### src/rtl/core/soeq_pkg.sv
// Shared constants, codes and types for the size ordered eviction queue.
`default_nettype none

package soeq_pkg;

    localparam int DEPTH     = 16;
    localparam int KEY_BITS  = 16;
    localparam int SIZE_BITS = 32;
    localparam int ACT_BITS  = 2;
    localparam int ST_BITS   = 2;
    localparam int OCC_BITS  = $clog2(DEPTH + 1);
    localparam int CNT_BITS  = $clog2(DEPTH);

    typedef enum logic [ACT_BITS-1:0] {
        ACT_ADD    = 2'd0,
        ACT_EVICT  = 2'd1,
        ACT_REMOVE = 2'd2,
        ACT_QUERY  = 2'd3
    } action_t;

    typedef enum logic [ST_BITS-1:0] {
        ST_OK    = 2'd0,
        ST_EMPTY = 2'd1,
        ST_FULL  = 2'd2,
        ST_MISS  = 2'd3
    } status_t;

    // Operation broadcast to every cell of the chain
    typedef enum logic [2:0] {
        CELL_HOLD   = 3'd0,
        CELL_INSERT = 3'd1,
        CELL_MARK   = 3'd2,
        CELL_LOOK   = 3'd3,
        CELL_SWEEP  = 3'd4
    } cell_op_t;

    typedef struct packed {
        cell_op_t              op;
        logic [KEY_BITS-1:0]   key;
        logic [SIZE_BITS-1:0]  size;
    } cell_cmd_t;

    typedef struct packed {
        logic                  valid;
        logic [KEY_BITS-1:0]   key;
        logic [SIZE_BITS-1:0]  size;
    } cell_entry_t;

    typedef struct packed {
        logic                  found;
        logic [SIZE_BITS-1:0]  size;
    } cell_res_t;

endpackage

`default_nettype wire

### src/rtl/core/soeq_if.sv
// Request and response channel interfaces of the size ordered eviction queue.
`default_nettype none

interface soeq_req_if import soeq_pkg::*; ();
    logic                  valid;
    logic                  ready;
    logic [ACT_BITS-1:0]   action;
    logic [KEY_BITS-1:0]   entry_key;
    logic [SIZE_BITS-1:0]  entry_size;

    modport source (output valid, action, entry_key, entry_size, input ready);
    modport sink   (input valid, action, entry_key, entry_size, output ready);
endinterface

interface soeq_rsp_if import soeq_pkg::*; ();
    logic                  valid;
    logic                  ready;
    logic [KEY_BITS-1:0]   result_key;
    logic [SIZE_BITS-1:0]  result_size;
    logic [ST_BITS-1:0]    status;
    logic [OCC_BITS-1:0]   occupancy;

    modport source (output valid, result_key, result_size, status, occupancy, input ready);
    modport sink   (input valid, result_key, result_size, status, occupancy, output ready);
endinterface

`default_nettype wire

### src/rtl/core/soeq_cell.sv
// One slot of the sorted chain: holds an entry and a search result.
`default_nettype none

module soeq_cell import soeq_pkg::*;
(
    input  wire logic        clk,
    input  wire logic        rst_n,
    input  wire cell_cmd_t   cmd,
    input  wire logic        prev_gt,
    input  wire cell_entry_t prev_entry,
    input  wire cell_entry_t next_entry,
    input  wire cell_res_t   next_res,
    output logic             gt,
    output cell_entry_t      entry,
    output cell_res_t        res
);

    logic                 valid_reg, valid_next;
    logic [KEY_BITS-1:0]  key_reg, key_next;
    logic [SIZE_BITS-1:0] size_reg, size_next;
    logic                 found_reg, found_next;
    logic [SIZE_BITS-1:0] res_size_reg, res_size_next;
    logic                 match;

    // Local compare against the broadcast request
    assign match = valid_reg && (key_reg == cmd.key);
    assign gt    = !valid_reg || (cmd.size > size_reg);

    assign entry = '{valid: valid_reg, key: key_reg, size: size_reg};
    assign res   = '{found: found_reg, size: res_size_reg};

    // Next state of the slot
    always_comb
    begin
        valid_next    = valid_reg;
        key_next      = key_reg;
        size_next     = size_reg;
        found_next    = found_reg;
        res_size_next = res_size_reg;
        case (cmd.op)
            CELL_INSERT:
            begin
                // first slot that is empty or holds a smaller entry takes the new one,
                // the slots behind it shift down by one
                if (gt)
                begin
                    if (!prev_gt)
                    begin
                        valid_next = 1'b1;
                        key_next   = cmd.key;
                        size_next  = cmd.size;
                    end
                    else
                    begin
                        valid_next = prev_entry.valid;
                        key_next   = prev_entry.key;
                        size_next  = prev_entry.size;
                    end
                end
            end
            CELL_MARK:
            begin
                valid_next    = valid_reg && !match;
                found_next    = match;
                res_size_next = size_reg;
            end
            CELL_LOOK:
            begin
                found_next    = match;
                res_size_next = size_reg;
            end
            CELL_SWEEP:
            begin
                // holes move toward the tail one slot per cycle
                if (!valid_reg && next_entry.valid)
                begin
                    valid_next = 1'b1;
                    key_next   = next_entry.key;
                    size_next  = next_entry.size;
                end
                else if (valid_reg && !prev_entry.valid)
                begin
                    valid_next = 1'b0;
                end
                // first hit travels toward the head
                if (!found_reg)
                begin
                    found_next    = next_res.found;
                    res_size_next = next_res.size;
                end
            end
            default:
            begin
            end
        endcase
    end

    always_ff @(posedge clk or negedge rst_n)
    begin
        if (!rst_n)
        begin
            valid_reg <= 1'b0;
        end
        else
        begin
            valid_reg <= valid_next;
        end
    end

    always_ff @(posedge clk)
    begin
        key_reg      <= key_next;
        size_reg     <= size_next;
        found_reg    <= found_next;
        res_size_reg <= res_size_next;
    end

endmodule

`default_nettype wire

### src/rtl/core/size_ordered_eviction_queue.sv
// Top level: request sequencer over a chain of sorted entry cells.
//
//  channel | dir | fields                                         | accepted when
//  req     | in  | action, entry_key, entry_size                  | valid && ready
//  rsp     | out | result_key, result_size, status, occupancy     | valid && ready
//
// A request is taken only while the sequencer is idle; one is worked on at a time.
// Add, full add and empty evict: the execute step, then the finish step registers the result.
// Evict, remove and query: execute, then a sweep along the cell chain, then finish
// (holes drift to the tail, the first query hit drifts to the head, one slot a cycle).
// Reset clears the slot valid bits and the sequencer; slot payloads are not cleared.
// A result waiting on rsp stalls only the finish step of the following request.
`default_nettype none

module size_ordered_eviction_queue import soeq_pkg::*;
(
    input  wire logic  clk,
    input  wire logic  rst_n,
    soeq_req_if.sink   req,
    soeq_rsp_if.source rsp
);

    typedef enum logic [1:0] {
        S_IDLE,
        S_EXEC,
        S_SWEEP,
        S_DONE
    } state_t;

    state_t               state_reg;
    action_t              op_action_reg;
    logic [KEY_BITS-1:0]  op_key_reg;
    logic [SIZE_BITS-1:0] op_size_reg;
    logic [KEY_BITS-1:0]  rkey_reg;
    logic [SIZE_BITS-1:0] rsize_reg;
    status_t              status_reg;
    logic [CNT_BITS-1:0]  sweep_cnt_reg;

    logic                 out_valid_reg;
    logic [KEY_BITS-1:0]  out_key_reg;
    logic [SIZE_BITS-1:0] out_size_reg;
    logic [ST_BITS-1:0]   out_status_reg;
    logic [OCC_BITS-1:0]  out_occ_reg;

    cell_cmd_t            cmd;
    logic                 gt       [DEPTH];
    logic                 prev_gt  [DEPTH];
    cell_entry_t          ent      [DEPTH];
    cell_entry_t          prev_ent [DEPTH];
    cell_entry_t          next_ent [DEPTH];
    cell_res_t            res      [DEPTH];
    cell_res_t            next_res [DEPTH];
    logic [DEPTH-1:0]     valid_vec;
    logic [OCC_BITS-1:0]  occupancy;
    logic                 full;
    logic                 empty;

    // Neighbor wiring; the head sees a full, larger neighbor, the tail an empty one
    always_comb
    begin
        for (int i = 0; i < DEPTH; i++)
        begin
            valid_vec[i] = ent[i].valid;
            if (i == 0)
            begin
                prev_gt[i]  = 1'b0;
                prev_ent[i] = '{valid: 1'b1, key: '0, size: '0};
            end
            else
            begin
                prev_gt[i]  = gt[i-1];
                prev_ent[i] = ent[i-1];
            end
            if (i == DEPTH - 1)
            begin
                next_ent[i] = '{valid: 1'b0, key: '0, size: '0};
                next_res[i] = '{found: 1'b0, size: '0};
            end
            else
            begin
                next_ent[i] = ent[i+1];
                next_res[i] = res[i+1];
            end
        end
    end

    for (genvar g = 0; g < DEPTH; g++)
    begin : g_cell
        soeq_cell u_cell
        (
            .clk        (clk),
            .rst_n      (rst_n),
            .cmd        (cmd),
            .prev_gt    (prev_gt[g]),
            .prev_entry (prev_ent[g]),
            .next_entry (next_ent[g]),
            .next_res   (next_res[g]),
            .gt         (gt[g]),
            .entry      (ent[g]),
            .res        (res[g])
        );
    end

    // Occupancy from the packed valid bits: position of the last valid slot
    always_comb
    begin
        occupancy = '0;
        for (int i = 0; i < DEPTH; i++)
        begin
            if (ent[i].valid && !next_ent[i].valid)
            begin
                occupancy = occupancy | OCC_BITS'(i + 1);
            end
        end
    end

    assign full  = valid_vec[DEPTH-1];
    assign empty = !valid_vec[0];

    // Command broadcast to the chain
    always_comb
    begin
        cmd = '{op: CELL_HOLD, key: op_key_reg, size: op_size_reg};
        case (state_reg)
            S_EXEC:
            begin
                case (op_action_reg)
                    ACT_ADD:
                    begin
                        if (!full)
                        begin
                            cmd.op = CELL_INSERT;
                        end
                    end
                    ACT_EVICT:
                    begin
                        if (!empty)
                        begin
                            cmd.op  = CELL_MARK;
                            cmd.key = ent[0].key;
                        end
                    end
                    ACT_REMOVE: cmd.op = CELL_MARK;
                    ACT_QUERY:  cmd.op = CELL_LOOK;
                    default:    cmd.op = CELL_HOLD;
                endcase
            end
            S_SWEEP: cmd.op = CELL_SWEEP;
            default: cmd.op = CELL_HOLD;
        endcase
    end

    assign req.ready       = (state_reg == S_IDLE);
    assign rsp.valid       = out_valid_reg;
    assign rsp.result_key  = out_key_reg;
    assign rsp.result_size = out_size_reg;
    assign rsp.status      = out_status_reg;
    assign rsp.occupancy   = out_occ_reg;

    // Sequencer and result register
    always_ff @(posedge clk or negedge rst_n)
    begin
        if (!rst_n)
        begin
            state_reg      <= S_IDLE;
            sweep_cnt_reg  <= '0;
            out_valid_reg  <= 1'b0;
            op_action_reg  <= ACT_ADD;
            op_key_reg     <= '0;
            op_size_reg    <= '0;
            rkey_reg       <= '0;
            rsize_reg      <= '0;
            status_reg     <= ST_OK;
            out_key_reg    <= '0;
            out_size_reg   <= '0;
            out_status_reg <= '0;
            out_occ_reg    <= '0;
        end
        else
        begin
            // the finish step reloads the result register itself
            if (rsp.ready && state_reg != S_DONE)
            begin
                out_valid_reg <= 1'b0;
            end
            case (state_reg)
                S_IDLE:
                begin
                    if (req.valid)
                    begin
                        op_action_reg <= action_t'(req.action);
                        op_key_reg    <= req.entry_key;
                        op_size_reg   <= req.entry_size;
                        state_reg     <= S_EXEC;
                    end
                end
                S_EXEC:
                begin
                    rkey_reg   <= op_key_reg;
                    rsize_reg  <= '0;
                    status_reg <= ST_OK;
                    case (op_action_reg)
                        ACT_ADD:
                        begin
                            if (full)
                            begin
                                status_reg <= ST_FULL;
                            end
                            state_reg <= S_DONE;
                        end
                        ACT_EVICT:
                        begin
                            if (empty)
                            begin
                                status_reg <= ST_EMPTY;
                                state_reg  <= S_DONE;
                            end
                            else
                            begin
                                rkey_reg  <= ent[0].key;
                                rsize_reg <= ent[0].size;
                                state_reg <= S_SWEEP;
                            end
                        end
                        default: state_reg <= S_SWEEP;
                    endcase
                end
                S_SWEEP:
                begin
                    if (sweep_cnt_reg == CNT_BITS'(DEPTH - 1))
                    begin
                        sweep_cnt_reg <= '0;
                        state_reg     <= S_DONE;
                    end
                    else
                    begin
                        sweep_cnt_reg <= sweep_cnt_reg + CNT_BITS'(1);
                    end
                end
                S_DONE:
                begin
                    if (!out_valid_reg || rsp.ready)
                    begin
                        out_valid_reg <= 1'b1;
                        out_key_reg   <= rkey_reg;
                        out_occ_reg   <= occupancy;
                        if (op_action_reg == ACT_QUERY)
                        begin
                            out_size_reg   <= res[0].found ? res[0].size : '0;
                            out_status_reg <= res[0].found ? ST_OK : ST_MISS;
                        end
                        else
                        begin
                            out_size_reg   <= rsize_reg;
                            out_status_reg <= status_reg;
                        end
                        state_reg <= S_IDLE;
                    end
                end
                default: state_reg <= S_IDLE;
            endcase
        end
    end

    // Between requests the held entries are packed at the head of the chain
    a_packed_when_idle: assert property (@(posedge clk) disable iff (!rst_n)
        state_reg == S_IDLE |-> (valid_vec & (valid_vec + DEPTH'(1))) == '0)
        else $error("entries not packed at head while idle");

    // A dropped add is only reported with every slot taken
    a_full_status: assert property (@(posedge clk) disable iff (!rst_n)
        (state_reg == S_DONE && status_reg == ST_FULL) |-> full)
        else $error("full status with a free slot");

    // Sweep counter rests at zero outside the sweep
    a_cnt_idle: assert property (@(posedge clk) disable iff (!rst_n)
        state_reg != S_SWEEP |-> sweep_cnt_reg == '0)
        else $error("sweep counter running outside sweep");

    // An accepted request starts the execute step next cycle
    a_accept_exec: assert property (@(posedge clk) disable iff (!rst_n)
        (req.valid && req.ready) |=> state_reg == S_EXEC)
        else $error("accepted request did not start");

endmodule

`default_nettype wire
### src/flat_wrapper.sv
// flat-port wrapper written by rule: the top's interface ports become plain ports
module size_ordered_eviction_queue_flat import soeq_pkg::*;
  (clk, rst_n, req_valid, req_action, req_entry_key, req_entry_size, req_ready, rsp_valid, rsp_result_key, rsp_result_size, rsp_status, rsp_occupancy, rsp_ready);
  soeq_req_if req_i ();
  soeq_rsp_if rsp_i ();
  input  wire logic clk;
  input  wire logic rst_n;
  input wire logic [$bits(req_i.valid)-1:0] req_valid;
  input wire logic [$bits(req_i.action)-1:0] req_action;
  input wire logic [$bits(req_i.entry_key)-1:0] req_entry_key;
  input wire logic [$bits(req_i.entry_size)-1:0] req_entry_size;
  output wire logic [$bits(req_i.ready)-1:0] req_ready;
  output wire logic [$bits(rsp_i.valid)-1:0] rsp_valid;
  output wire logic [$bits(rsp_i.result_key)-1:0] rsp_result_key;
  output wire logic [$bits(rsp_i.result_size)-1:0] rsp_result_size;
  output wire logic [$bits(rsp_i.status)-1:0] rsp_status;
  output wire logic [$bits(rsp_i.occupancy)-1:0] rsp_occupancy;
  input wire logic [$bits(rsp_i.ready)-1:0] rsp_ready;
  assign req_i.valid = req_valid;
  assign req_i.action = req_action;
  assign req_i.entry_key = req_entry_key;
  assign req_i.entry_size = req_entry_size;
  assign req_ready = req_i.ready;
  assign rsp_valid = rsp_i.valid;
  assign rsp_result_key = rsp_i.result_key;
  assign rsp_result_size = rsp_i.result_size;
  assign rsp_status = rsp_i.status;
  assign rsp_occupancy = rsp_i.occupancy;
  assign rsp_i.ready = rsp_ready;
  size_ordered_eviction_queue u_core (.clk(clk), .rst_n(rst_n), .req(req_i), .rsp(rsp_i));
endmodule
### config.mk
export PLATFORM = sky130hd
export DESIGN_NAME = size_ordered_eviction_queue_flat
export DESIGN_NICKNAME = d
export VERILOG_FILES = /design/src/rtl/core/soeq_pkg.sv /design/src/rtl/core/soeq_if.sv /design/src/rtl/core/soeq_cell.sv /design/src/rtl/core/size_ordered_eviction_queue.sv /design/src/flat_wrapper.sv
export SDC_FILE = /design/constraint.sdc
export NUM_CORES = 2
export LEC_CHECK = 0
export BUFFER_PORTS_ARGS = -buffer_cell sky130_fd_sc_hd__buf_2
export CORE_ASPECT_RATIO = 1.75
export CORE_UTILIZATION = 51
export CTS_CLUSTER_DIAMETER = 30
export CTS_CLUSTER_SIZE = 20
export DETAILED_ROUTE_END_ITERATION = 7
export PLACE_DENSITY = 0.67
export RECOVER_POWER = 50
export SKIP_CTS_REPAIR_TIMING = 1
export SLEW_MARGIN = 10
export SYNTH_ARGS = -nofsm -noshare
export SYNTH_HDL_FRONTEND = slang
export SYNTH_SLANG_ARGS = --single-unit
### constraint.sdc
create_clock -name clk -period 10.05 [get_ports clk]
set_input_delay 0.5025 -clock clk [delete_from_list [all_inputs] [get_ports clk]]
set_output_delay 0.5025 -clock clk [all_outputs]
set_load 0.02 [all_outputs]
Yosys cells after proc, flatten, opt, wreduce, memory -nomap -nowiden
Cells that the tools add are included.
{ "op_classes": {"n_eq_ne": 92, "addsub": 1, "magnitude_cmp": 16, "n_mux": 304, "reduce_logical": 170} }
{ "ops": {"columns": ["operator", "n"], "rows": [
  ["2-to-1 mux 32 bit", 65],
  ["one-hot mux 32 bit (2 select lines)", 31],
  ["2-to-1 mux 16 bit", 49],
  ["greater-than comparator 32 bit", 16],
  ["one-hot mux 16 bit (2 select lines)", 15],
  ["equality test 16 bit", 16],
  ["!= test 2 bit, second input constant", 49],
  ["AND reduction 3 bit", 32],
  ["2-to-1 mux 1 bit", 84],
  ["logical AND 1 bit", 63],
  ["one-hot mux 1 bit (3 select lines)", 16],
  ["!= test 3 bit, second input constant", 14],
  ["AND reduction 2 bit", 19],
  ["2-to-1 mux 4 bit", 9],
  ["logical NOT 1 bit", 33],
  ["one-hot mux 1 bit (2 select lines)", 16],
  ["2-to-1 mux 18 bit", 1],
  ["logical OR 1 bit", 17],
  ["2-to-1 mux 2 bit", 8],
  ["2-to-1 mux 3 bit", 4],
  ["one-hot mux 3 bit (4 select lines)", 1],
  ["equality test 2 bit, second input constant", 4],
  ["one-hot mux 2 bit (2 select lines)", 2],
  ["one-hot mux 2 bit (4 select lines)", 1],
  ["13 further kinds", 18]
]} }
{ "totals": {"elab_cells": 676, "register_bits": 1474, "inputBits": 54, "output_inout_bits": 57} }

Depth between registers and ports, before layout
{ "logic_depth": {"ltp_word": 18, "mapped_depth": 15, "depth_no_buf": 9} }

Hierarchy
A second synthesis with hierarchy kept.
{ "hier_totals": {"hier_cells": 8405, "area_unflattened_um2": 86271.5} }
{ "modules_own_cells": {"columns": ["module", "area_per_inst_um2", "instances", "seq_area_each_um2", "cells_each"], "rows": [
  ["soeq_cell (u_core.g_cell[0].u_cell ...)", 4957.3, 12, 2457.4, 483],
  ["soeq_cell (u_core.g_cell[6].u_cell ...)", 4914.7, 4, 2457.4, 477],
  ["size_ordered_eviction_queue", 7125.6, 1, 4053.9, 701]
]} }

Least setup slack after synthesis
Ideal clock, no wire load.
{ "synth_timing": {"path_type": "reg2reg", "startpoint": "reg u_core.op_size_reg[0]", "endpoint": "reg u_core.g_cell[11].u_cell.key_reg[0] (enable)", "slack_ns": 3.626, "path_buffers": 4, "required_ns": 9.530, "setup_time_ns": 0.520, "synth_period_minus_slack_ns": 6.424, "arrival_time_ns": 5.904, "path_stages_with_launch": 13, "cell_sequence": "dfrtp_1 -> clkbuf_1 -> clkbuf_1 -> inv_1 -> ha_1 -> nor2b_1 -> o211ai_1 -> a2111oi_0 -> a2111oi_0 -> a2bb2oi_1 -> clkbuf_1 -> clkbuf_1 -> o21ai_0"} }
{ "synth_between": {"elab_chain_len": 4} }
{ "synth_rtl": {"columns": ["element", "line_no", "text"], "rows": [
  ["start: declaration", "size_ordered_eviction_queue.sv:33", "logic [SIZE_BITS-1:0] op_size_reg;"],
  ["start signal: assignment", "size_ordered_eviction_queue.sv:193", "op_size_reg <= req.entry_size;"],
  ["greater-than comparator 32 bit", "soeq_cell.sv:27", "assign gt = !valid_reg || (cmd.size > size_reg);"],
  ["logical OR 1 bit", "soeq_cell.sv:27", null],
  ["!= test 2 bit (no source line)", null, null],
  ["AND reduction 3 bit (no source line)", null, null],
  ["end signal: assignment", "soeq_cell.sv:112", "key_reg <= key_next;"],
  ["end: declaration", "soeq_cell.sv:19", "logic [KEY_BITS-1:0] key_reg, key_next;"]
]} }
No other way between the ends.
A chain may end at the register's enable or synchronous reset.

Worst setup path in the final report
{ "layout_timing": {"startpoint": "reg u_core.op_size_reg[0]", "endpoint": "reg u_core.g_cell[1].u_cell.size_reg[22], data pin"} }
{ "layout_between": {"elab_chain_len": 5} }
{ "layout_rtl": {"columns": ["element", "line_no", "text"], "rows": [
  ["greater-than comparator 32 bit", "soeq_cell.sv:27", null],
  ["logical OR 1 bit", "soeq_cell.sv:27", null],
  ["2-to-1 mux 32 bit", "soeq_cell.sv:47", "if (!prev_gt)"],
  ["2-to-1 mux 32 bit", "soeq_cell.sv:45", "if (gt)"],
  ["one-hot mux 32 bit (2 select lines)", "soeq_cell.sv:40", "case (cmd.op)"],
  ["named net u_core.g_cell[1].u_cell.size_next[22]", "soeq_cell.sv:20", "logic [SIZE_BITS-1:0] size_reg, size_next;"],
  ["end signal: assignment", "soeq_cell.sv:113", "size_reg <= size_next;"],
  ["end: declaration", "soeq_cell.sv:20", null]
]} }
The timed path passes the listed nets, and every way through them passes these cells. The select of a mux whose other input is x is not followed.

==> results by group <==
Outcome
  – Status: finished with violations
  – Failing checks: hold timing, capacitance limit, slew limit

Critical path
  – Flop-to-flop setup slack: between 2000 and 2500 ps
  – Worst setup SP type: flip-flop
  – WP data required: about 11000 ps
  – Crit path kind: reg2reg
  – Crit Path Max Fanout: around 50
  – CP Data Arrival Time: between 8000 and 9000 ps
  – Crit. End Element: flip-flop

Power
  – PD cells: approximately 400 nW/um2
  – Max IR drop VDD: between 200 and 250 uV
  – P_leak: 38.3 nW

Clocking
  – Clock slew at reported path FFs: about 50 ps
  – # clock sinks: around 1500
  – Clock Path Buffers: 4
  – TritonCTS Buffers: 242
  – Worst-Skew Late Latency: a little over 900 ps
  – Root Driver: clkbuf_16
  – CTS tree: built
  – H-tree levels: 4

Routing
  – Met3 WL post-DR: between 20 and 25 mm
  – DR vias: 66678
  – Wl on met1: roughly 100 mm
  – Metal2 WL: approximately 160 mm
  – 1st-pass router iterations: 6
  – Final WL: about 320 mm
  – DR top layer: met5
  – Drc violations: 0
  – ANT nets after route: 0
  – Drt via density: 6.36
  – Avg WL per Cell: between 30 and 40 um
  – Initial DRC count: between 6000 and 7000

Logic synthesis
  – Yosys cell types: 79
  – Top-count cell post-synth: edfxtp_1
  – Post-Syn Area: between 80000 and 90000 um2
  – Ranking of synthesized cells by area: edfxtp_1 46%, mux2i_1 9.5%, ha_1 7.1%
  – Post-synth top area cell: edfxtp_1
  – EDFF count, synth: about 1300
  – Register area share after synthesis: 0.510
  – Share of synthesized registers carrying an async set or reset: 0.121
  – Cells after synthesis: approximately 8000
  – Ys Warns: 0
  – Post-synthesis net count: between 8000 and 9000
  – Commonest cells in the netlist: 1296 x edfxtp_1, 1066 x nand2_1, 806 x mux2i_1, 625 x o21ai_0, 623 x inv_1
  – Most common flop cell mapped by yosys: edfxtp_1
  – Flops & latches, synth: 1474
  – Yosys top cell area share: 0.457
  – Syn avg cell area: approximately 11 um2

STA
  – Worst-margin pin slew: 5390 ps
  – Final worst slack: about 2100 ps
  – Min cycle time layout: a little under 8000 ps
  – Slew headroom: -2.60
  – Final period utilization: 0.788
  – Final setup skew: 63.8 ps
  – Hold Fails Final Rpt: 1
  – Fmax: roughly 130 MHz
  – RSZ-0062 raised after global routing: no
  – Final Hold Slack: -51.2 ps
  – Endpoints failing setup: 0
  – Setup tns final: 0 ps
  – Final Max Tran Viols: between 1000 and 1500

Layout
  – Layout cells sized above 1: 0.102
  – Final nets: roughly 8600
  – Cell Count, Final, Fillers Out: 10483
  – Fill count: 14026
  – P&R area growth vs syn: 14.1%

Floorplan
  – Die Width: slightly above 300 um
  – Placement Rows: between 150 and 200
  – I/O Pins: between 100 and 150
  – Chip height: between 500 and 600 um
  – Core area: between 150000 and 200000 um2
  – Starting density of the core: 0.513
  – Die ar.: around 170000 um2

GRT
  – Total Routing Usage GR: 0.376
  – Global route overflow: 0
  – Vias in the first global route: 67044
  – Pin count of the biggest net entering global routing: roughly 280
  – Initial antenna violation count: 18
  – Global-route wire length before repair: approximately 460 mm

Flow run
  – Max Cap Viol: 27

Placed design
  – Post-DP HPWL: about 230 mm
  – PortBufs: 110
  – Dpl ws: ~4400 ps
  – Placer Congestion: between 1 and 1.5
  – Cells after DPL: approximately 10000

Hold path
  – Worst hold path class: in2reg
final timing paths:
check | end | from | cells past startpoint
worst min-delay path | u_core.rsp.valid | rsp_ready | 3
max in group asynchronous | u_core.op_size_reg[31] | rst_n | 3
worst max-delay path | u_core.g_cell[1].u_cell.size_reg[22] | u_core.op_size_reg[0] | 11
worst max register to register | u_core.g_cell[1].u_cell.size_reg[22] | u_core.op_size_reg[0] | 11
min in group asynchronous | u_core.rsp.result_size[19] | rst_n | 2
worst min register to register | u_core.rsp.result_size[3] | u_core.rsp.result_size[3] | 2
placed cells by master (no fill, tap or decap), drive strengths merged, types with 159 or more instances in the layout:
master | synthesis | layout
a21oi | 383 | 383
nand2 | 1066 | 1066
buf | 112 | 227
o21ai | 950 | 950
xnor2 | 159 | 159
dfrtp | 178 | 178
edfxtp | 1296 | 1296
mux2i | 818 | 818
ha | 486 | 486
inv | 627 | 685
mux2 | 169 | 169
clkbuf | 433 | 356
layer usage:
metal / up-vias / track usage
li1: 29332 / -
met1: 32695 / 0.363
met2: 3174 / 0.649
met3: 1457 / 0.0805
met4: 20 / 0.383
met5: - / 0
cells by family (layout without fill, tap and decap cells):
family          count (synthesis)  count (layout)  synth area share
compound gates               1858            1858             0.126
xor+xnor                      241             241            0.0248
fa+ha+maj                     486             486            0.0715
buf+inv                      1175            1438            0.0534
flops                        1474            1474             0.510
mux                           987             987             0.120
other cells                     0               8                 0
simple gates                 1791            1791            0.0946
area by class of cell:
| cell class | count | area [um2] | share of cell area |
|---|---|---|---|
| clock buffer | 270 | 6400 | 0.0660 |
| inverter | 630 | 2370 | 0.0244 |
| tap | 2200 | 2750 | 0.0284 |
| multi-input combinational | 5363 | 37700 | 0.388 |
| sequential | 1474 | 43400 | 0.447 |
| timing repair buffer | 360 | 2430 | 0.0250 |
| antenna | 8 | 20.0 | 0.000206 |
| clock inverter | 178 | 2050 | 0.0211 |
power breakdown:
| group | total, W | leakage, nW | internal (W) | switching (W) |
|---|---|---|---|---|
| clock network | 0.00870 | 4.12 | 0.00542 | 0.00328 |
| logic | 0.0190 | 20.1 | 0.00623 | 0.0128 |
| registers | 0.0122 | 14.1 | 0.0106 | 0.00157 |
worst max-delay path: stages, from the launching register on:
cell	delay [ps]
dfrtp_1	340
clkbuf_1	710
inv_1	750
ha_1	530
nand4_1	110
nor4_1	640
nand2_1	120
a22o_1	340
nor3_2	120
clkbuf_1	3200
mux2i_1	440
mux2i_1	140
per-stage QoR:
stage               instance area, um2  total power [W]   util  hold WS [ps]
floorplan                        85100           0.0235      -           207
global placement                 88400           0.0299  0.532           456
detailed placement               88400           0.0305  0.533           465
CTS                              96900           0.0392  0.584          -320
global route                     97100           0.0414  0.585         -27.4
finish                           97100           0.0398  0.585         -51.2
No activity file was read; power rests on OpenSTA's default activity.
